[src/rtl/core/sspq_pkg.sv]
// Shared constants and types for the stable sorted priority queue.
package sspq_pkg;

    localparam int CAPACITY = 16;
    localparam int PRIO_W   = 16;
    localparam int TAG_W    = 16;
    localparam int STAT_W   = 2;

    localparam logic REQ_PUSH  = 1'b0;
    localparam logic REQ_DRAIN = 1'b1;

    localparam logic [STAT_W-1:0] ST_PUSH_OK = 2'd0;
    localparam logic [STAT_W-1:0] ST_DROPPED = 2'd1;
    localparam logic [STAT_W-1:0] ST_EMIT    = 2'd2;
    localparam logic [STAT_W-1:0] ST_EMPTY   = 2'd3;

    typedef struct packed {
        logic              insert;
        logic              shift;
        logic              load;
        logic [STAT_W-1:0] status;
        logic              last;
        logic              take_entry;
    } cmd_t;

    typedef struct packed {
        logic empty;
        logic full;
        logic one_left;
    } sts_t;

endpackage

[src/rtl/core/sspq_ctrl.sv]
// Controller state machine: request decode, drain sequencing, output valid.
module sspq_ctrl (
    input  logic           aclk,
    input  logic           aresetn,
    input  logic           s_valid,
    output logic           s_ready,
    input  logic           s_req_type,
    output logic           m_valid,
    input  logic           m_ready,
    input  sspq_pkg::sts_t sts,
    output sspq_pkg::cmd_t cmd
);

    localparam logic S_IDLE  = 1'b0;
    localparam logic S_DRAIN = 1'b1;

    logic state_reg, state_next;
    logic m_valid_reg, m_valid_next;
    logic out_free;
    logic accept;

    assign out_free = !m_valid_reg || m_ready;
    assign s_ready  = (state_reg == S_IDLE) && out_free;
    assign accept   = s_valid && s_ready;
    assign m_valid  = m_valid_reg;

    always_comb begin
        state_next     = state_reg;
        cmd            = '0;
        cmd.status     = sspq_pkg::ST_PUSH_OK;
        unique case (state_reg)
            S_IDLE: begin
                if (accept) begin
                    if (s_req_type == sspq_pkg::REQ_PUSH) begin
                        cmd.insert = !sts.full;
                        cmd.load   = 1'b1;
                        cmd.status = sts.full ? sspq_pkg::ST_DROPPED : sspq_pkg::ST_PUSH_OK;
                        cmd.last   = 1'b1;
                    end else if (sts.empty) begin
                        cmd.load   = 1'b1;
                        cmd.status = sspq_pkg::ST_EMPTY;
                        cmd.last   = 1'b1;
                    end else begin
                        state_next = S_DRAIN;
                    end
                end
            end
            S_DRAIN: begin
                if (out_free) begin
                    cmd.load       = 1'b1;
                    cmd.shift      = 1'b1;
                    cmd.take_entry = 1'b1;
                    cmd.status     = sspq_pkg::ST_EMIT;
                    cmd.last       = sts.one_left;
                    if (sts.one_left) begin
                        state_next = S_IDLE;
                    end
                end
            end
            default: state_next = S_IDLE;
        endcase
    end

    always_comb begin
        if (cmd.load) begin
            m_valid_next = 1'b1;
        end else if (m_ready) begin
            m_valid_next = 1'b0;
        end else begin
            m_valid_next = m_valid_reg;
        end
    end

    always_ff @(posedge aclk) begin
        if (!aresetn) begin
            state_reg   <= S_IDLE;
            m_valid_reg <= 1'b0;
        end else begin
            state_reg   <= state_next;
            m_valid_reg <= m_valid_next;
        end
    end

endmodule

[src/rtl/core/sspq_datapath.sv]
// Datapath: sorted row of compare-and-shift cells, fill count, output word register.
module sspq_datapath #(
    parameter int CAPACITY = sspq_pkg::CAPACITY
) (
    input  logic                                aclk,
    input  logic                                aresetn,
    input  logic signed [sspq_pkg::PRIO_W-1:0]  s_prio,
    input  logic        [sspq_pkg::TAG_W-1:0]   s_tag,
    input  sspq_pkg::cmd_t                      cmd,
    output sspq_pkg::sts_t                      sts,
    output logic        [sspq_pkg::STAT_W-1:0]  m_status,
    output logic signed [sspq_pkg::PRIO_W-1:0]  m_out_prio,
    output logic        [sspq_pkg::TAG_W-1:0]   m_out_tag,
    output logic                                m_last
);

    localparam int CNT_W = $clog2(CAPACITY + 1);

    logic signed [sspq_pkg::PRIO_W-1:0] prio_reg [CAPACITY];
    logic signed [sspq_pkg::PRIO_W-1:0] prio_next [CAPACITY];
    logic        [sspq_pkg::TAG_W-1:0]  tag_reg  [CAPACITY];
    logic        [sspq_pkg::TAG_W-1:0]  tag_next [CAPACITY];
    logic        [CAPACITY-1:0]         le;
    logic        [CNT_W-1:0]            count_reg, count_next;

    logic        [sspq_pkg::STAT_W-1:0] status_reg;
    logic signed [sspq_pkg::PRIO_W-1:0] oprio_reg;
    logic        [sspq_pkg::TAG_W-1:0]  otag_reg;
    logic                               last_reg;

    assign sts.empty    = (count_reg == '0);
    assign sts.full     = (count_reg == CNT_W'(CAPACITY));
    assign sts.one_left = (count_reg == CNT_W'(1));

    // stored entry stays in place when it is valid and not above the new priority
    always_comb begin
        for (int i = 0; i < CAPACITY; i++) begin
            le[i] = (CNT_W'(i) < count_reg) && (prio_reg[i] <= s_prio);
        end
    end

    always_comb begin
        for (int i = 0; i < CAPACITY; i++) begin
            prio_next[i] = prio_reg[i];
            tag_next[i]  = tag_reg[i];
        end
        if (cmd.insert) begin
            if (!le[0]) begin
                prio_next[0] = s_prio;
                tag_next[0]  = s_tag;
            end
            for (int i = 1; i < CAPACITY; i++) begin
                if (!le[i]) begin
                    if (le[i-1]) begin
                        prio_next[i] = s_prio;
                        tag_next[i]  = s_tag;
                    end else begin
                        prio_next[i] = prio_reg[i-1];
                        tag_next[i]  = tag_reg[i-1];
                    end
                end
            end
        end else if (cmd.shift) begin
            for (int i = 0; i < CAPACITY - 1; i++) begin
                prio_next[i] = prio_reg[i+1];
                tag_next[i]  = tag_reg[i+1];
            end
        end
    end

    always_comb begin
        count_next = count_reg;
        if (cmd.insert) begin
            count_next = count_reg + CNT_W'(1);
        end else if (cmd.shift) begin
            count_next = count_reg - CNT_W'(1);
        end
    end

    always_ff @(posedge aclk) begin
        if (!aresetn) begin
            count_reg <= '0;
        end else begin
            count_reg <= count_next;
        end
    end

    always_ff @(posedge aclk) begin
        for (int i = 0; i < CAPACITY; i++) begin
            prio_reg[i] <= prio_next[i];
            tag_reg[i]  <= tag_next[i];
        end
        if (cmd.load) begin
            status_reg <= cmd.status;
            oprio_reg  <= cmd.take_entry ? prio_reg[0] : '0;
            otag_reg   <= cmd.take_entry ? tag_reg[0] : '0;
            last_reg   <= cmd.last;
        end
    end

    assign m_status   = status_reg;
    assign m_out_prio = oprio_reg;
    assign m_out_tag  = otag_reg;
    assign m_last     = last_reg;

endmodule

[src/rtl/core/stable_sorted_priority_queue_unit.sv]
// Top level of the stable sorted priority queue: controller plus datapath.
// Push: the status word is registered and shows the cycle after acceptance.
// Push throughput: one word per cycle while the result side keeps taking words.
// Drain of n entries: one word per cycle out of the head cell while the result side takes words; input held off.
// Drain of an empty store: one word.
// Synchronous active-low reset empties the store (fill count zero) and clears output valid.
module stable_sorted_priority_queue_unit #(
    parameter int CAPACITY = sspq_pkg::CAPACITY
) (
    input  logic                                aclk,
    input  logic                                aresetn,
    input  logic                                s_valid,
    output logic                                s_ready,
    input  logic                                s_req_type,
    input  logic signed [sspq_pkg::PRIO_W-1:0]  s_prio,
    input  logic        [sspq_pkg::TAG_W-1:0]   s_tag,
    output logic                                m_valid,
    input  logic                                m_ready,
    output logic        [sspq_pkg::STAT_W-1:0]  m_status,
    output logic signed [sspq_pkg::PRIO_W-1:0]  m_out_prio,
    output logic        [sspq_pkg::TAG_W-1:0]   m_out_tag,
    output logic                                m_last
);

    sspq_pkg::cmd_t cmd;
    sspq_pkg::sts_t sts;

    sspq_ctrl u_ctrl (
        .aclk       (aclk),
        .aresetn    (aresetn),
        .s_valid    (s_valid),
        .s_ready    (s_ready),
        .s_req_type (s_req_type),
        .m_valid    (m_valid),
        .m_ready    (m_ready),
        .sts        (sts),
        .cmd        (cmd)
    );

    sspq_datapath #(
        .CAPACITY (CAPACITY)
    ) u_datapath (
        .aclk       (aclk),
        .aresetn    (aresetn),
        .s_prio     (s_prio),
        .s_tag      (s_tag),
        .cmd        (cmd),
        .sts        (sts),
        .m_status   (m_status),
        .m_out_prio (m_out_prio),
        .m_out_tag  (m_out_tag),
        .m_last     (m_last)
    );

endmodule

[config.mk]
export PLATFORM = sky130hd
export DESIGN_NAME = stable_sorted_priority_queue_unit
export DESIGN_NICKNAME = d
export VERILOG_FILES = /design/src/rtl/core/sspq_pkg.sv /design/src/rtl/core/sspq_ctrl.sv /design/src/rtl/core/sspq_datapath.sv /design/src/rtl/core/stable_sorted_priority_queue_unit.sv
export SDC_FILE = /design/constraint.sdc
export NUM_CORES = 1
export LEC_CHECK = 0
export ABC_CLOCK_PERIOD_IN_PS = 6900
export BUFFER_PORTS_ARGS = -buffer_cell sky130_fd_sc_hd__buf_2
export CAP_MARGIN = 30
export CELL_PAD_IN_SITES_DETAIL_PLACEMENT = 0
export CELL_PAD_IN_SITES_GLOBAL_PLACEMENT = 1
export CORE_MARGIN = 5
export CORE_UTILIZATION = 45
export CTS_CLUSTER_DIAMETER = 200
export DETAILED_ROUTE_END_ITERATION = 16
export GPL_ROUTABILITY_DRIVEN = 0
export PLACE_DENSITY_LB_ADDON = 0.15
export SETUP_SLACK_MARGIN = 0.05
export SLEW_MARGIN = 20
export SYNTH_ARGS = -nofsm -noshare
export SYNTH_HDL_FRONTEND = slang
export SYNTH_SLANG_ARGS = --single-unit
[constraint.sdc]
create_clock -name aclk -period 6.9 [get_ports aclk]
set_input_delay 1.38 -clock aclk [delete_from_list [all_inputs] [get_ports aclk]]
set_output_delay 1.38 -clock aclk [all_outputs]
set_load 0.05 [all_outputs]
==> impl_metrics.csv <==
group,metric,value,unit
timing,drv_slew,0,
die,start_util,45.5,%
routing,dr_total_vias,29700,
finish,fill_cells,7231,
routing,post_drt_wl_per_cell,24.6,µm
timing,min_period_over_period,68.5,%
timing,slew_headroom,36.7,%
pwr,cellInternalPower,7.87,mW
cts,post_cts_resized,0,
grt,antenna_found_initial,4,
timing,fin_skew,0.0235,ns
yosys,yosys_warnings,0,
cts,postCtsSetupRepairBufs,0,
worst_setup_path,r2r-end,"u_datapath.prio_reg[1][42]",
timing,rsz0062_at_grt,"false",
cts,htreeDepth,3,
status,status,"complete, no violations",
timing,clock.fmax,212,MHz
grt,grt_max_degree,170,
pwr,power.switching,4.19,mW
yosys,syn-num-nets,3920,
finish,nets,3809,
routing,totalWireLength,113,mm
die,die_w,293,µm
grt,overflow,0,
die,num_io_pins,74,
pwr,pwr-share-comb,28.6,%
yosys,ys.flop_type,"edfxtp_1",
cts,cts_tree,"done",
worst_setup_path,crit_arrival,4.98,ns
routing,drt_pass1_iterations,6,
placed_design,hpwl,83.2,mm
worst_setup_path,startpoint,"s_prio[10]",
routing,ant_nets,0,
placed_design,place_area,37300,µm²
routing,vias_per_cell,6.43,
finish,finish.instance_area,39600,µm²
worst_setup_path,regToRegSetupSlack,2.96,ns
pwr,p_seq_share,41.0,%
yosys,synth-edff-count,547,
placed_design,port-buffer-count,73,
die,std_cell_rows,103,
grt,grt_pass1_vias,29000,
worst_setup_path,crit_path_end,"u_datapath.tag_reg[11][13]",
cts,root_buffer,"clkbuf_16",
finish,area_delta_synth_final,9.84,%
die,die_area,85900,µm²
worst_setup_path,start_kind,"input pin",
yosys,synthesis.area,36100,µm²
routing,drtIter0Drc,2853,
yosys,ys_seq_area_share,45.9,%
routing,drc,0,
die,core_area,79300,µm²
cts,path_clk_slew,0.06,ns
pwr,vdd_drop_max,0.000167,V
cts,clkLatencyLatePin,0.62,ns
worst_setup_path,reg2regPathDepth,8,
worst_setup_path,r2r_start,"u_ctrl.m_valid",
finish,fin_util,50.0,%
worst_setup_path,cp-end-kind,"flip-flop",
yosys,syn_area_per_cell,9.95,µm²
pwr,power_frac_clock,30.4,%
timing,period_minus_slack,4.73,ns
finish,final_layout_size_suffix_gt1_share,9.46,%
timing,final.setup.tns,0,ns
grt,grt_usage,25.4,%
cts,cts_hold_buf,0,
cts,clock_path_buffers,3,
die,dieHeight,293,µm
hold_path,hp-class,"reg2reg",
pwr,switching_share,34.7,%
job,maxCapViolCount,0,
worst_setup_path,required,7.16,ns
timing,setup_viol,0,
timing,hold_viol,0,
pwr,p_leak,14.3,nW
yosys,syn_inst,3624,
yosys,synth-async-reset-ratio,0,%
timing,worstMarginPinSlew,0.950,ns
yosys,yosysUniqueCellTypes,72,
cts,numCtsBuffers,69,
grt,grt_pass1_wl,174,mm
cts,clkSinkCount,554,
yosys,synth_seq_cells,554,
pwr,power_density,304,nW/µm²
worst_setup_path,crit_type,"in2reg",
worst_setup_path,worst-path-max-fanout,33,
timing,hold_ws,0.553,ns
==> routing by layer <==
metal	vias to the layer above	routed length (µm)	global-route usage, %
met5	-	11	0
met4	2	2730	7.23
met3	168	8540	4.11
met2	1205	49900	38.6
met1	14500	52200	37.6
li1	13800	-	-
==> Yosys cell counts, drive strengths merged (5+ instances only) <==
master | count | area, µm²
nor3b | 51 | 383
nand3 | 152 | 761
a21o | 65 | 488
inv | 46 | 173
nor2b | 22 | 138
nand2 | 428 | 1610
nand2b | 98 | 613
o31ai | 42 | 315
buf | 120 | 623
mux2i | 35 | 350
nor4 | 8 | 65.1
and4 | 5 | 43.8
nand4 | 215 | 1350
a31oi | 68 | 425
dfxtp | 7 | 140
nor2 | 129 | 484
o21a | 119 | 893
nor3 | 150 | 751
a21oi | 127 | 636
edfxtp | 547 | 16400
o211ai | 195 | 1610
a211oi | 38 | 285
o31a | 98 | 858
o221ai | 8 | 76.3
a311o | 64 | 641
or2 | 7 | 43.8
ha | 259 | 3240
o21ai | 158 | 791
clkbuf | 227 | 853
and3 | 37 | 231
and2 | 45 | 282
==> worst max-delay path: stages <==
cell and delay (ns):
buf_2 0.24, inv_1 0.45, ha_1 0.49, nand4_1 0.14, or3b_1 0.39, a31o_2 0.26, a41oi_2 0.15, buf_4 0.36
or2_1 0.51, a21o_1 0.19, buf_4 0.38
==> cell type report <==
class	count	area [µm²]	share of cell area (%)
multi-input cells	2677	18100	45.7
flip-flops and latches	554	16600	41.8
clock buffers	86	1830	4.62
well taps	1050	1310	3.32
repair buffers	165	1230	3.11
clock inverters	35	404	1.02
inverters	46	173	0.436
diodes	2	5.00	0.0126
==> placed cells by master, fill, tap and decap left out, types with 79 or more instances in the layout <==
cell,count
ha_1,259
nand2_1,427
a21oi_1,124
o31a_1,98
buf_4,79
nand3_1,151
nand4_1,215
o211ai_1,166
nand2b_1,98
nor2_1,127
o21ai_0,141
o21a_1,117
edfxtp_1,547
nor3_1,149
==> power groups by stage <==
stage	sequential [mW]	combinational [mW]	clock, mW
detailed placement	4.98	3.41	0
global route	4.98	3.79	3.87
floorplan	4.95	2.37	0
CTS	4.92	3.42	3.73
global placement	4.97	3.30	0
finish	4.94	3.45	3.67
==> per-stage QoR <==
step / power [mW] / worst slack [ns] / cells
after CTS: 12.1 / 2.17 / 4612
after global placement: 8.27 / 1.60 / 4487
after global routing: 12.6 / 1.91 / 4615
after floorplan: 7.32 / 0.575 / 3624
final: 12.1 / 2.17 / 4615
after detailed placement: 8.39 / 1.54 / 4491
==> worst min path at each step <==
stage                                         start                         to  cells after the start
after CTS                  u_datapath.tag_reg[1][1]   u_datapath.tag_reg[0][1]                      2
after global placement     u_datapath.tag_reg[1][1]   u_datapath.tag_reg[0][1]                      2
after global routing      u_datapath.tag_reg[1][15]  u_datapath.tag_reg[0][15]                      2
final                     u_datapath.tag_reg[1][15]  u_datapath.tag_reg[0][15]                      2
after detailed placement   u_datapath.tag_reg[1][1]   u_datapath.tag_reg[0][1]                      2
after floorplan            u_datapath.tag_reg[1][0]   u_datapath.tag_reg[0][0]                      2
==> logic make-up (layout without fill, tap and decap cells) <==
kind of cell               Yosys count  after routing  share of synthesized area [%]
adders and majority gates          259            259                           8.99
buffers and inverters              393            332                           4.57
other                                0              2                              0
AOI/OAI and AO/OA                 1020           1020                           20.4
xor gates and xnor gates             4              4                         0.0972
and+or+nand+nor                   1359           1359                           19.0
DFF                                554            554                           45.9
muxes                               35             35                          0.971
(Power assumes the default switching activity.)
